==> src/hw/rtl/pbu_pkg.sv <==
// Shared types, constants and unpacking functions of the packed block unpacker.
package pbu_pkg;

    localparam int BLOCK_VALUES      = 64;
    localparam int MAX_PAYLOAD_BYTES = 128;
    localparam int STORE_DEPTH       = 2 * MAX_PAYLOAD_BYTES;
    localparam int POS_W             = $clog2(BLOCK_VALUES);
    localparam int SADDR_W           = $clog2(MAX_PAYLOAD_BYTES);

    localparam logic [4:0] CODE_MAX  = 5'd16;

    typedef struct packed {
        logic [4:0]  code;
        logic [15:0] ref_value;
        logic        bank;
    } t_job;

    // Codes 7 and 9 decode as 8 and 10; everything from 11 up reads 16-bit pairs.
    function automatic logic [4:0] norm_code(input logic [4:0] c);
        logic [4:0] r;
        r = c;
        if (r > CODE_MAX) r = CODE_MAX;
        if (r == 5'd7) r = 5'd8;
        if (r == 5'd9) r = 5'd10;
        if (r >= 5'd11) r = CODE_MAX;
        return r;
    endfunction

    function automatic logic [7:0] payload_len(input logic [4:0] c);
        logic [7:0] n;
        case (c)
            5'd0:    n = 8'd0;
            5'd1:    n = 8'd8;
            5'd2:    n = 8'd16;
            5'd3:    n = 8'd24;
            5'd4:    n = 8'd32;
            5'd5:    n = 8'd40;
            5'd6:    n = 8'd48;
            5'd8:    n = 8'd64;
            5'd10:   n = 8'd80;
            default: n = 8'd128;
        endcase
        return n;
    endfunction

    function automatic logic [SADDR_W-1:0] col(input logic [3:0] ri, input logic [2:0] l);
        return {ri, l};
    endfunction

    // Store address of the k-th byte that the value at position pos needs.
    function automatic logic [SADDR_W-1:0] src_addr(input logic [4:0] c,
                                                    input logic [POS_W-1:0] pos,
                                                    input logic [1:0] k);
        logic [2:0] l;
        logic [2:0] r;
        logic [SADDR_W-1:0] a;
        l = pos[2:0];
        r = pos[5:3];
        a = col(4'd0, l);
        case (c)
            5'd2: a = col({3'd0, r[2]}, l);
            5'd3: begin
                if (k != 2'd0)   a = col(4'd2, l);
                else if (r < 3'd3) a = col(4'd0, l);
                else if (r < 3'd6) a = col(4'd1, l);
                else             a = col(4'd2, l);
            end
            5'd4: a = col({2'd0, r[2:1]}, l);
            5'd5: begin
                if (r < 3'd5)       a = col({1'b0, r}, l);
                else if (r == 3'd5) a = (k == 2'd0) ? col(4'd0, l) : col(4'd3, l);
                else if (r == 3'd6) a = (k == 2'd0) ? col(4'd1, l) : col(4'd4, l);
                else                a = col(4'd2 + {2'd0, k}, l);
            end
            5'd6: begin
                if (r < 3'd6)       a = col({1'b0, r}, l);
                else if (r == 3'd6) a = col({2'd0, k}, l);
                else                a = col(4'd3 + {2'd0, k}, l);
            end
            5'd8: a = {1'b0, pos};
            5'd10: begin
                if (k == 2'd0) a = (r < 3'd4) ? col({1'b0, r}, l) : col({1'b0, r} + 4'd1, l);
                else           a = (r < 3'd4) ? col(4'd4, l) : col(4'd9, l);
            end
            5'd16: a = {pos, k[0]};
            default: a = col(4'd0, l);
        endcase
        return a;
    endfunction

    // Raw unpacked value from the up to three fetched bytes.
    function automatic logic [15:0] unpack_raw(input logic [4:0] c,
                                               input logic [POS_W-1:0] pos,
                                               input logic [7:0] b0,
                                               input logic [7:0] b1,
                                               input logic [7:0] b2);
        logic [2:0] r;
        logic [7:0] sh;
        logic [15:0] v;
        r = pos[5:3];
        sh = 8'd0;
        v = 16'd0;
        case (c)
            5'd1: begin
                sh = b0 >> r;
                v = {15'd0, sh[0]};
            end
            5'd2: begin
                sh = b0 >> {r[1:0], 1'b0};
                v = {14'd0, sh[1:0]};
            end
            5'd3: begin
                case (r)
                    3'd2:    v = {13'd0, b1[6], b0[7:6]};
                    3'd5:    v = {13'd0, b1[7], b0[7:6]};
                    3'd1, 3'd4, 3'd7: v = {13'd0, b0[5:3]};
                    default: v = {13'd0, b0[2:0]};
                endcase
            end
            5'd4: v = r[0] ? {12'd0, b0[7:4]} : {12'd0, b0[3:0]};
            5'd5: begin
                if (r < 3'd5)       v = {11'd0, b0[4:0]};
                else if (r == 3'd7) v = {11'd0, b2[7], b1[7], b0[7:5]};
                else                v = {11'd0, b1[6:5], b0[7:5]};
            end
            5'd6: begin
                if (r < 3'd6) v = {10'd0, b0[5:0]};
                else          v = {10'd0, b2[7:6], b1[7:6], b0[7:6]};
            end
            5'd8: v = {8'd0, b0};
            5'd10: begin
                sh = b1 >> {r[1:0], 1'b0};
                v = {6'd0, sh[1:0], b0};
            end
            5'd16: v = {b1, b0};
            default: v = 16'd0;
        endcase
        return v;
    endfunction

endpackage

==> src/hw/rtl/packed_block_unpacker.sv <==
// Top level of the packed block unpacker: bit-packed 64-value blocks to a value stream.
//
// Input stream: one request per byte or command. s_tuser = 1 starts a block with the
// code and reference given in s_tdata; s_tuser = 0 carries a header or payload byte.
// With the inline header register set, an idle block expects a two-byte header first.
// Output stream: one request per decoded value, with its position; m_tlast marks the
// 64th value of each block.
// Payload bytes are taken one per cycle while s_tready is high, into one of two 128-byte
// store banks. A block whose payload is complete is queued for the back end. For each
// value the back end makes three reads of the single store read port and then combines
// the bytes. While two blocks are outstanding s_tready is low until the older one has
// drained.
// A stall on the output holds the value register and halts fetching; input continues
// into the free bank. Reset clears the header state, the output valid flag, the job
// queue and block count; the store needs no clearing: only current-block bytes are read.
module packed_block_unpacker (
    input  logic        i_clk,
    input  logic        i_rst_n,
    input  logic        i_cfg_we,
    input  logic        i_cfg_wdata,
    input  logic        s_tvalid,
    output logic        s_tready,
    input  logic [31:0] s_tdata,   // data_byte[7:0], width_code[12:8], ref_value[28:13]
    input  logic        s_tuser,   // cmd
    output logic        m_tvalid,
    input  logic        m_tready,
    output logic [23:0] m_tdata,   // value[15:0], position[21:16]
    output logic        m_tlast
);

    localparam int AW = $clog2(pbu_pkg::STORE_DEPTH);

    logic                      w_accept;
    logic                      w_we;
    logic [AW-1:0]             w_waddr;
    logic [7:0]                w_wdata;
    logic [AW-1:0]             w_raddr;
    logic [7:0]                w_rdata;
    logic                      w_push;
    logic                      w_pop;
    logic                      w_empty;
    logic                      w_done;
    pbu_pkg::t_job             w_job_in;
    pbu_pkg::t_job             w_job_out;
    logic [15:0]               w_value;
    logic [pbu_pkg::POS_W-1:0] w_pos;

    assign w_accept = s_tvalid && s_tready;

    pbu_front u_front (
        .i_clk      (i_clk),
        .i_rst_n    (i_rst_n),
        .i_cfg_we   (i_cfg_we),
        .i_cfg_wdata(i_cfg_wdata),
        .i_accept   (w_accept),
        .i_cmd      (s_tuser),
        .i_byte     (s_tdata[7:0]),
        .i_code     (s_tdata[12:8]),
        .i_ref      (s_tdata[28:13]),
        .i_done     (w_done),
        .o_ready    (s_tready),
        .o_we       (w_we),
        .o_waddr    (w_waddr),
        .o_wdata    (w_wdata),
        .o_push     (w_push),
        .o_job      (w_job_in)
    );

    pbu_ram #(
        .WIDTH(8),
        .DEPTH(pbu_pkg::STORE_DEPTH)
    ) u_store (
        .i_clk  (i_clk),
        .i_we   (w_we),
        .i_waddr(w_waddr),
        .i_wdata(w_wdata),
        .i_raddr(w_raddr),
        .o_rdata(w_rdata)
    );

    pbu_job_fifo u_jobs (
        .i_clk  (i_clk),
        .i_rst_n(i_rst_n),
        .i_push (w_push),
        .i_job  (w_job_in),
        .i_pop  (w_pop),
        .o_empty(w_empty),
        .o_job  (w_job_out)
    );

    pbu_back u_back (
        .i_clk     (i_clk),
        .i_rst_n   (i_rst_n),
        .i_empty   (w_empty),
        .i_job     (w_job_out),
        .o_pop     (w_pop),
        .o_raddr   (w_raddr),
        .i_rdata   (w_rdata),
        .o_done    (w_done),
        .o_valid   (m_tvalid),
        .i_ready   (m_tready),
        .o_value   (w_value),
        .o_position(w_pos),
        .o_last    (m_tlast)
    );

    assign m_tdata = {2'b00, w_pos, w_value};

endmodule

==> src/hw/rtl/pbu_ram.sv <==
// Generic single-port-write, single-port-read RAM with registered read data.
module pbu_ram #(
    parameter int WIDTH = 8,
    parameter int DEPTH = 256
) (
    input  logic                     i_clk,
    input  logic                     i_we,
    input  logic [$clog2(DEPTH)-1:0] i_waddr,
    input  logic [WIDTH-1:0]         i_wdata,
    input  logic [$clog2(DEPTH)-1:0] i_raddr,
    output logic [WIDTH-1:0]         o_rdata
);

    logic [WIDTH-1:0] r_mem [DEPTH];
    logic [WIDTH-1:0] r_rdata;

    always_ff @(posedge i_clk) begin
        if (i_we) begin
            r_mem[i_waddr] <= i_wdata;
        end
        r_rdata <= r_mem[i_raddr];
    end

    assign o_rdata = r_rdata;

endmodule

==> src/hw/rtl/pbu_job_fifo.sv <==
// Two-entry queue of completed block descriptors between front and back.
module pbu_job_fifo (
    input  logic          i_clk,
    input  logic          i_rst_n,
    input  logic          i_push,
    input  pbu_pkg::t_job i_job,
    input  logic          i_pop,
    output logic          o_empty,
    output pbu_pkg::t_job o_job
);

    pbu_pkg::t_job r_mem [2];
    logic          r_wp;
    logic          r_rp;
    logic [1:0]    r_cnt;

    always_ff @(posedge i_clk) begin
        if (!i_rst_n) begin
            r_wp  <= 1'b0;
            r_rp  <= 1'b0;
            r_cnt <= 2'd0;
        end else begin
            if (i_push) r_wp <= ~r_wp;
            if (i_pop)  r_rp <= ~r_rp;
            r_cnt <= r_cnt + {1'b0, i_push} - {1'b0, i_pop};
        end
        if (i_push) r_mem[r_wp] <= i_job;
    end

    assign o_empty = (r_cnt == 2'd0);
    assign o_job   = r_mem[r_rp];

endmodule

==> src/hw/rtl/pbu_front.sv <==
// Front end: parses commands and headers, stores payload bytes, issues block jobs.
module pbu_front (
    input  logic                                i_clk,
    input  logic                                i_rst_n,
    input  logic                                i_cfg_we,
    input  logic                                i_cfg_wdata,
    input  logic                                i_accept,
    input  logic                                i_cmd,
    input  logic [7:0]                          i_byte,
    input  logic [4:0]                          i_code,
    input  logic [15:0]                         i_ref,
    input  logic                                i_done,
    output logic                                o_ready,
    output logic                                o_we,
    output logic [$clog2(pbu_pkg::STORE_DEPTH)-1:0] o_waddr,
    output logic [7:0]                          o_wdata,
    output logic                                o_push,
    output pbu_pkg::t_job                       o_job
);

    typedef enum logic [1:0] {ST_IDLE, ST_HDR2, ST_COLLECT} t_state;

    t_state      r_state, n_state;
    logic        r_inline;
    logic [4:0]  r_code, n_code;
    logic [15:0] r_ref, n_ref;
    logic [7:0]  r_count, n_count;
    logic        r_bank;
    logic [1:0]  r_outst;
    logic [7:0]  w_cnt_inc;

    assign w_cnt_inc = r_count + 8'd1;

    always_comb begin
        n_state = r_state;
        n_code  = r_code;
        n_ref   = r_ref;
        n_count = r_count;
        o_push  = 1'b0;
        o_we    = 1'b0;
        if (i_accept) begin
            if (i_cmd || r_state == ST_HDR2) begin
                if (i_cmd) begin
                    n_code = i_code;
                    n_ref  = i_ref;
                end else begin
                    n_ref = r_ref | {8'd0, i_byte};
                end
                n_count = 8'd0;
                n_state = ST_COLLECT;
                if (pbu_pkg::payload_len(pbu_pkg::norm_code(n_code)) == 8'd0) begin
                    o_push  = 1'b1;
                    n_state = ST_IDLE;
                end
            end else if (r_state == ST_COLLECT) begin
                o_we    = 1'b1;
                n_count = w_cnt_inc;
                if (w_cnt_inc >= pbu_pkg::payload_len(pbu_pkg::norm_code(r_code))) begin
                    o_push  = 1'b1;
                    n_state = ST_IDLE;
                    n_count = 8'd0;
                end
            end else if (r_inline) begin
                n_code  = {1'b0, i_byte[7:4]};
                n_ref   = {4'd0, i_byte[3:0], 8'd0};
                n_state = ST_HDR2;
            end else begin
                n_state = ST_IDLE;
            end
        end
    end

    always_ff @(posedge i_clk) begin
        if (!i_rst_n) begin
            r_state  <= ST_IDLE;
            r_inline <= 1'b0;
            r_code   <= 5'd0;
            r_ref    <= 16'd0;
            r_count  <= 8'd0;
            r_bank   <= 1'b0;
            r_outst  <= 2'd0;
        end else begin
            if (i_cfg_we) r_inline <= i_cfg_wdata;
            r_state <= n_state;
            r_code  <= n_code;
            r_ref   <= n_ref;
            r_count <= n_count;
            if (o_push) r_bank <= ~r_bank;
            r_outst <= r_outst + {1'b0, o_push} - {1'b0, i_done};
        end
    end

    // Two store banks: while both hold unfinished blocks, no byte may be taken.
    assign o_ready       = (r_outst != 2'd2);
    assign o_waddr       = {r_bank, r_count[pbu_pkg::SADDR_W-1:0]};
    assign o_wdata       = i_byte;
    assign o_job.code    = pbu_pkg::norm_code(n_code);
    assign o_job.ref_value = n_ref;
    assign o_job.bank    = r_bank;

endmodule

==> src/hw/rtl/pbu_back.sv <==
// Back end: fetches bytes per value from the store and emits the 64 decoded values.
module pbu_back (
    input  logic                                    i_clk,
    input  logic                                    i_rst_n,
    input  logic                                    i_empty,
    input  pbu_pkg::t_job                           i_job,
    output logic                                    o_pop,
    output logic [$clog2(pbu_pkg::STORE_DEPTH)-1:0] o_raddr,
    input  logic [7:0]                              i_rdata,
    output logic                                    o_done,
    output logic                                    o_valid,
    input  logic                                    i_ready,
    output logic [15:0]                             o_value,
    output logic [pbu_pkg::POS_W-1:0]               o_position,
    output logic                                    o_last
);

    typedef enum logic {ST_IDLE, ST_RUN} t_state;

    t_state                    r_state;
    pbu_pkg::t_job             r_job;
    logic [pbu_pkg::POS_W-1:0] r_pos;
    logic [1:0]                r_ph;
    logic [7:0]                r_b0;
    logic [7:0]                r_b1;
    logic                      r_valid;
    logic [15:0]               r_value;
    logic [pbu_pkg::POS_W-1:0] r_opos;
    logic                      r_last;
    logic                      w_load;
    logic [15:0]               w_value;

    assign o_pop   = (r_state == ST_IDLE) && !i_empty;
    // In the final phase the address stays on the third byte, so a stall keeps it on the port.
    assign o_raddr = {r_job.bank,
                      pbu_pkg::src_addr(r_job.code, r_pos, (r_ph == 2'd3) ? 2'd2 : r_ph)};
    // The third byte is taken straight from the read port in the final phase.
    assign w_value = pbu_pkg::unpack_raw(r_job.code, r_pos, r_b0, r_b1, i_rdata)
                     + r_job.ref_value;
    assign w_load  = (r_state == ST_RUN) && (r_ph == 2'd3) && (!r_valid || i_ready);
    assign o_done  = w_load && (r_pos == pbu_pkg::POS_W'(pbu_pkg::BLOCK_VALUES - 1));

    always_ff @(posedge i_clk) begin
        if (!i_rst_n) begin
            r_state <= ST_IDLE;
            r_pos   <= '0;
            r_ph    <= 2'd0;
            r_valid <= 1'b0;
        end else begin
            if (r_valid && i_ready && !w_load) r_valid <= 1'b0;
            case (r_state)
                ST_IDLE: begin
                    if (!i_empty) begin
                        r_job   <= i_job;
                        r_pos   <= '0;
                        r_ph    <= 2'd0;
                        r_state <= ST_RUN;
                    end
                end
                ST_RUN: begin
                    if (r_ph == 2'd1) r_b0 <= i_rdata;
                    if (r_ph == 2'd2) r_b1 <= i_rdata;
                    if (r_ph != 2'd3) begin
                        r_ph <= r_ph + 2'd1;
                    end else if (w_load) begin
                        r_valid <= 1'b1;
                        r_value <= w_value;
                        r_opos  <= r_pos;
                        r_last  <= o_done;
                        r_ph    <= 2'd0;
                        r_pos   <= r_pos + pbu_pkg::POS_W'(1);
                        if (o_done) r_state <= ST_IDLE;
                    end
                end
                default: r_state <= ST_IDLE;
            endcase
        end
    end

    assign o_valid    = r_valid;
    assign o_value    = r_value;
    assign o_position = r_opos;
    assign o_last     = r_last;

    a_done_last: assert property (@(posedge i_clk) disable iff (!i_rst_n)
        o_done |=> (r_valid && r_last))
        else $error("finished block did not present its last value");
    a_last_pos: assert property (@(posedge i_clk) disable iff (!i_rst_n)
        (r_valid && r_last) |-> (r_opos == pbu_pkg::POS_W'(pbu_pkg::BLOCK_VALUES - 1)))
        else $error("last flag on a value other than the final one");
    a_idle_phase: assert property (@(posedge i_clk) disable iff (!i_rst_n)
        (r_state == ST_IDLE) |-> (r_ph == 2'd0 || r_ph == 2'd3))
        else $error("fetch phase out of step with sequencer state");
    a_pop_idle: assert property (@(posedge i_clk) disable iff (!i_rst_n)
        o_pop |=> (r_state == ST_RUN && r_pos == '0 && r_ph == 2'd0))
        else $error("job taken without starting at the first value");

endmodule
==> config.mk <==
export PLATFORM = sky130hd
export DESIGN_NAME = packed_block_unpacker
export DESIGN_NICKNAME = d
export VERILOG_FILES = /design/src/hw/rtl/pbu_pkg.sv /design/src/hw/rtl/packed_block_unpacker.sv /design/src/hw/rtl/pbu_ram.sv /design/src/hw/rtl/pbu_job_fifo.sv /design/src/hw/rtl/pbu_front.sv /design/src/hw/rtl/pbu_back.sv
export SDC_FILE = /design/constraint.sdc
export NUM_CORES = 2
export LEC_CHECK = 0
export BUFFER_PORTS_ARGS = -buffer_cell sky130_fd_sc_hd__buf_2
export CAP_MARGIN = 20
export CORE_MARGIN = 4
export CORE_UTILIZATION = 61
export CTS_BUF_LIST = sky130_fd_sc_hd__clkbuf_4 sky130_fd_sc_hd__clkbuf_8 sky130_fd_sc_hd__clkbuf_16
export DETAILED_ROUTE_END_ITERATION = 8
export GPL_ROUTABILITY_DRIVEN = 0
export PLACE_DENSITY = 0.77
export SLEW_MARGIN = 20
export SYNTH_ARGS = -nofsm -noshare
export SYNTH_HDL_FRONTEND = slang
export SYNTH_SLANG_ARGS = --single-unit
==> constraint.sdc <==
create_clock -name i_clk -period 11.2 [get_ports i_clk]
set_clock_uncertainty 0.1 [all_clocks]
set_input_delay 2.24 -clock i_clk [delete_from_list [all_inputs] [get_ports i_clk]]
set_output_delay 2.24 -clock i_clk [all_outputs]
set_load 0.02 [all_outputs]
# == Yosys cells after proc, flatten, opt, wreduce, memory -nomap -nowiden ==
# Memories as Yosys holds them, arrays and structs flattened. A register that Yosys moved wholly into a read port is not among the register bits.
# Index checks and enable logic that the tools add are counted.
# word_totals
regBits,88
ram_bits,2092
mem_bits_ro,160
in_bits,39
out_inout_bits,27
mem_count,4
# mem_list
name,words,word_bits,read_ports,rd_clocked_by_memory_dff,write_ports,line,text
u_store.r_mem,256,8,1,1,1,pbu_ram.sv:14,logic [WIDTH-1:0] r_mem [DEPTH];
(name not given),16,5,1,0,0,pbu_pkg.sv:31,case (c)
(name not given),16,5,1,0,0,pbu_pkg.sv:31,
u_jobs.r_mem,2,22,1,1,1,pbu_job_fifo.sv:12,pbu_pkg::t_job r_mem [2];
# op_classes
addsub,11
order_cmp,11
eq_ne,34
shifts,3
muxes,109
bitwise_logic,7
n_reduce_logical,26
# op_table
operator,count
5-bit 2-to-1 mux,42
16-bit one-hot mux with 9 select lines,1
16-bit 2-to-1 mux,6
8-bit 2-to-1 mux,10
7-bit 2-to-1 mux,10
7-bit one-hot mux with 8 select lines,1
5-bit by 3-bit == test with 1-bit output (second input constant),6
6-bit 2-to-1 mux,5
5-bit by 4-bit == test with 1-bit output (second input constant),5
1-bit 2-to-1 mux,21
16-bit adder,1
2-bit 2-to-1 mux,8
16-bit by 8-bit OR with 16-bit output,1
8-bit by 3-bit >> shifter with 2-bit output,2
5-bit by 4-bit >= comparator with 1-bit output (second input constant),3
5-bit > comparator (second input constant),3
3-bit == test (second input constant),4
6-bit one-hot mux with 2 select lines,1
3-bit AND reduction,4
5-bit by 2-bit == test with 1-bit output (second input constant),2
2-bit != test (second input constant),5
3-bit < comparator (second input constant),3
3-bit one-hot mux with 3 select lines,1
8-bit by 1-bit adder with 8-bit output (second input constant),1
other kinds (31),55

# == Depth between registers and ports, before layout ==
# An unclocked memory read counts as a cell.
# depth
ltp_word,32
depth_mapped,21

# == Cells and area by module ==
# A second synthesis with hierarchy kept.
# hier_totals
hier_cells,4512
area_unflattened_um2,87994.4
# by_module_without_submodules
module,instances,cells_per_inst,area_per_inst_um2,seq_area_each_um2
pbu_ram,1,3733,79556.3,61659.1
pbu_back,1,396,4295.4,2031.9
pbu_front,1,291,2307.2,700.7
pbu_job_fifo,1,88,1810.5,1421.4
packed_block_unpacker,1,4,25.0,0.0

# == Worst setup path before layout ==
# No wires, ideal clock.
# synth_path
kind,in2reg
start,input s_tdata[9]
end,"memory u_jobs.r_mem[0][0] (netlist bit), enable pin"
arrival_ns,4.628
path_slack_ns,6.044
cell_stages,4
n_path_buf,0
cell_sequence,or4_1 -> o21ai_0 -> o211ai_1 -> nor3_1
# synth_between
elab_chain_cells,29
# synth_lines
element,line,text
start: declaration,packed_block_unpacker.sv:23,"input logic [31:0] s_tdata,"
5-bit 2-to-1 mux *,pbu_front.sv:43,if (i_cmd) begin
5-bit 2-to-1 mux *,pbu_front.sv:42,if (i_cmd || r_state == ST_HDR2) begin
5-bit 2-to-1 mux *,pbu_front.sv:41,if (i_accept) begin
5-bit > comparator,pbu_pkg.sv:22,if (r > CODE_MAX) r = CODE_MAX;
5-bit 2-to-1 mux *,pbu_pkg.sv:22,
5-bit 2-to-1 mux *,pbu_front.sv:42,
5-bit 2-to-1 mux *,pbu_front.sv:41,
5-bit by 3-bit == test with 1-bit output,pbu_pkg.sv:23,if (r == 5'd7) r = 5'd8;
[13 not listed],-,
8-bit 2-to-1 mux *,pbu_front.sv:42,
8-bit 2-to-1 mux *,pbu_front.sv:41,
8-bit logical NOT *,pbu_front.sv:51,if (pbu_pkg::payload_len(pbu_pkg::norm_code(n_code)) == 8'd0) begin
1-bit 2-to-1 mux *,pbu_front.sv:51,
1-bit 2-to-1 mux *,pbu_front.sv:42,
1-bit 2-to-1 mux *,pbu_front.sv:41,
1-bit 2-to-1 mux *,pbu_job_fifo.sv:27,if (i_push) r_mem[r_wp] <= i_job;
1-bit 2-to-1 mux (not written as such) *,pbu_job_fifo.sv:27,
end: declaration,pbu_job_fifo.sv:12,
# Mark *: on every way between the ends. The rest lies on a longest branch, timed or not. The select of a mux whose other input is x is not followed.

# == Final worst setup path ==
# layout_path
start,register u_back.r_job[19] (netlist bit)
end,register u_store.r_rdata[0] (netlist: u_store.o_rdata[0]) (read register of u_store.r_mem)
# layout_between
elab_chain_cells,2
elab_cells_between_ends,9
classes_between,eq/ne (8); mux (1)
# layout_lines
element,line,text
start: declaration,pbu_back.sv:21,pbu_pkg::t_job r_job;
start signal: assignment,pbu_back.sv:54,r_job <= i_job;
5-bit == test (tied with other cells),pbu_pkg.sv:60,case (c)
7-bit one-hot mux with 8 select lines *,pbu_pkg.sv:60,
end: declaration,pbu_ram.sv:15,logic [WIDTH-1:0] r_rdata;
# Mark *: on every way between the ends. The rest lies on a longest branch, timed or not.
# A chain may end at the register's enable or synchronous reset.

==> results_dict.tcl <==
set metrics [dict create \
    status "complete, no violations" \
    worst_pin_slew_ps 1190 \
    worst_path_max_delay_cell "nor4b_1" \
    globalRouteMet2Util_pct 50.1 \
    setup_ws_ps 4960 \
    cp_top_family "simple AND/OR/NAND/NOR gates" \
    fmax_mhz 160 \
    slowest_delay_ps 920 \
    mostFrequentLayoutCells "2153 x edfxtp_1, 1890 x mux2i_1, 728 x a22oi_1, 333 x nor2_1, 294 x mux2_2" \
    synth.ff_latch_count 2210 \
    clockBufferDepth 3 \
    synthFlopType "edfxtp_1" \
    powerDensity_mw_per_mm2 149 \
    avgSynthCellArea_sq_um 14.0 \
    cp-start-kind "flip-flop" \
    antenna_found_initial 11 \
    dp_hpwl_um 172000 \
    row_count 154 \
    vias_per_cell 7.05 \
    fp.dieH_um 429 \
    yosys_warnings 0 \
    cp_max_fo 70 \
    cts_resized 0 \
    p_clk_share_pct 41.6 \
    pwr-share-comb_pct 5.5 \
    busiest_layer "met2" \
    crit_buf_inv 3 \
    fp.dieW_um 429 \
    globalRouteMet1Util_pct 42.4 \
    drtIter0Drc 9395 \
    io_pins 66 \
    clkTransAtPathRegs_ps 60 \
    seq_area_frac_synth_pct 60.8 \
    ant_nets 0 \
    hold_viol 0 \
    async_reset_ff_share_pct 0 \
    crit_path_end_kind "flip-flop" \
    overflow 0 \
    design.die.area_sq_mm 0.184 \
    pwr-share-seq_pct 52.8 \
    grt_setup_unrepaired "no" \
    worstSkewPairLatency_ps 860 \
    synthCells 7742 \
    path_cells "nor3_4 -> buf_4 -> and2_4 -> buf_4 -> buf_4 -> a221oi_1 -> mux2i_1 -> o22ai_1 -> nor4b_1 -> o31ai_1" \
    synth.distinct_cells 91 \
    power.leakage_nw 33.9 \
    switching_share_pct 22.5 \
    grt.met3_usage_pct 5.97 \
    core_area_sq_mm 0.176 \
    syn_area_sq_mm 0.108 \
    wl_per_cell_um 29.7 \
    drv_cap 0 \
    firstDrtPassIters 6 \
    initial_core_util_pct 61.4 \
    worstSetupPathType "flip-flop to flip-flop" \
    grt_pass1_wl_um 439000 \
    min_period_ps 6240 \
    ctsHoldBuffers 0 \
    grt_pass1_vias 70700 \
    area_growth_pct 8.26 \
    slew_headroom_pct 20.2 \
    fin_tns_setup_ps 0 \
    final-setup-viol-count 0 \
    peakVddDrop_mv 0.148 \
    route.detailed.drc 0 \
    final_common_cell "edfxtp_1" \
    cts_tree "yes" \
    final_max_slew_viol_count 0 \
    cts_buffers 218 \
    groute.usage.overall_pct 31.5 \
    worstHoldPathType "flip-flop to flip-flop" \
    synth-edff-count 2153 \
    grt_max_degree 161 \
    root_buffer "clkbuf_16" \
    cp.arrival_ps 6870 \
    power.switching_w 0.00392 \
    wirelength_um 299000 \
    htreeDepth 4 \
    drive_gt1_share_pct 12.2 \
    post-cts-setup-buffers 0 \
    port_buffers 60 \
    required_ps 11830 \
    crit_top_cell "buf_4" \
    vias 70800 \
    fin_crit_sh_pct 55.7 \
    final_nets 7604 \
    postLayoutCoreUtil_pct 66.4 \
    p_int_w 0.0135 \
    pre_cts_slack_ps 5220 \
    cts_sinks 2210 \
]
[sequential cells by signal, summed over array words and instances (netlist names), 5 cells and up]
name	cells
u_store.r_mem	2048
u_jobs.r_mem	44
u_front.r_ref	16
u_back.o_value	16
u_front.r_code	5
u_back.r_pos	6
u_front.r_count	8
u_back.r_b1	8
u_back.r_b0	8
u_back.r_job	21
u_store.o_rdata	8
u_back.o_position	6
[worst min-delay path: cells and delay by family, from the launching register on]
family,cells,cell delay [ps]
compound gates,1,70
simple gates,1,60
flops,1,290
[per-stage QoR]
step,area (sq um),instances,hold slack (ps),power (W)
after CTS,117000,10000,374,0.0174
final,117000,10100,373,0.0174
after global routing,117000,10000,396,0.0178
after detailed placement,110000,9643,363,0.0103
after global placement,110000,9642,351,0.0103
after floorplan,108000,7743,304,0.00988
[power by group through the flow]
stage | Clock (W) | Combinational, W | Sequential [W]
after floorplan | 0 | 0.000548 | 0.00933
after global placement | 0 | 0.000916 | 0.00937
after detailed placement | 0 | 0.000941 | 0.00937
after CTS | 0.00728 | 0.000946 | 0.00920
after global routing | 0.00762 | 0.00102 | 0.00920
final | 0.00725 | 0.000965 | 0.00920
[Yosys cell counts (31+ instances only)]
cell	instances	area, sq um
nand3_1	261	1310
a31oi_1	58	363
and3_1	67	419
a22oi_1	728	5470
o22ai_1	128	801
a211oi_1	32	240
mux2i_1	1890	18900
a221oi_1	123	1080
inv_1	33	124
buf_1	75	282
clkbuf_1	266	998
buf_2	262	1310
ha_1	40	500
o21ai_0	57	285
nor3_1	76	380
edfxtp_1	2153	64700
buf_4	31	233
nand4_1	38	238
mux2_2	294	3310
dfxtp_1	57	1140
a21oi_1	96	480
nand2_1	230	863
a211o_1	49	429
o211ai_1	66	495
nor2_1	337	1260
[worst paths after layout]
path | startpoint | endpoint | slack [ps] | cells past startpoint
worst max-delay path | u_back.r_job[19] | u_store.o_rdata[0] | 4960 | 10
worst min-delay path | u_front.r_ref[10] | u_front.r_ref[10] | 370 | 2
worst max register to register | u_back.r_job[19] | u_store.o_rdata[0] | 4960 | 10
worst min register to register | u_front.r_ref[10] | u_front.r_ref[10] | 370 | 2
[area by class of cell]
cell class / count / area (sq um)
clock buffer: 273 / 5920
sequential: 2210 / 65800
antenna: 2 / 5.00
multi-input combinational: 4857 / 39600
timing repair buffer: 203 / 1630
inverter: 34 / 128
tap: 2340 / 2930
fill: 12100 / 59200
clock inverter: 131 / 1130
[cells by family (layout without fill, tap and decap cells)]
kind of cell               Yosys count  in the layout  share of synthesized area [%]
xor gates and xnor gates            25             25                          0.202
other                                1              4                        0.00347
and+or+nand+nor                   1115           1115                           4.88
muxes                             2192           2192                           20.7
AOI/OAI and AO/OA                 1481           1481                           10.1
adders and majority gates           42             42                          0.490
DFF                               2210           2210                           60.8
buffers and inverters              676            641                           2.81
[layer usage]
layer | up-vias | share of wire [%]
li1 | 30500 | -
met2 | 3877 | 47
met4 | 2 | 4.6
met3 | 657 | 10
met5 | - | 0.0044
met1 | 35800 | 38
No activity file was read; power rests on OpenSTA's default activity.
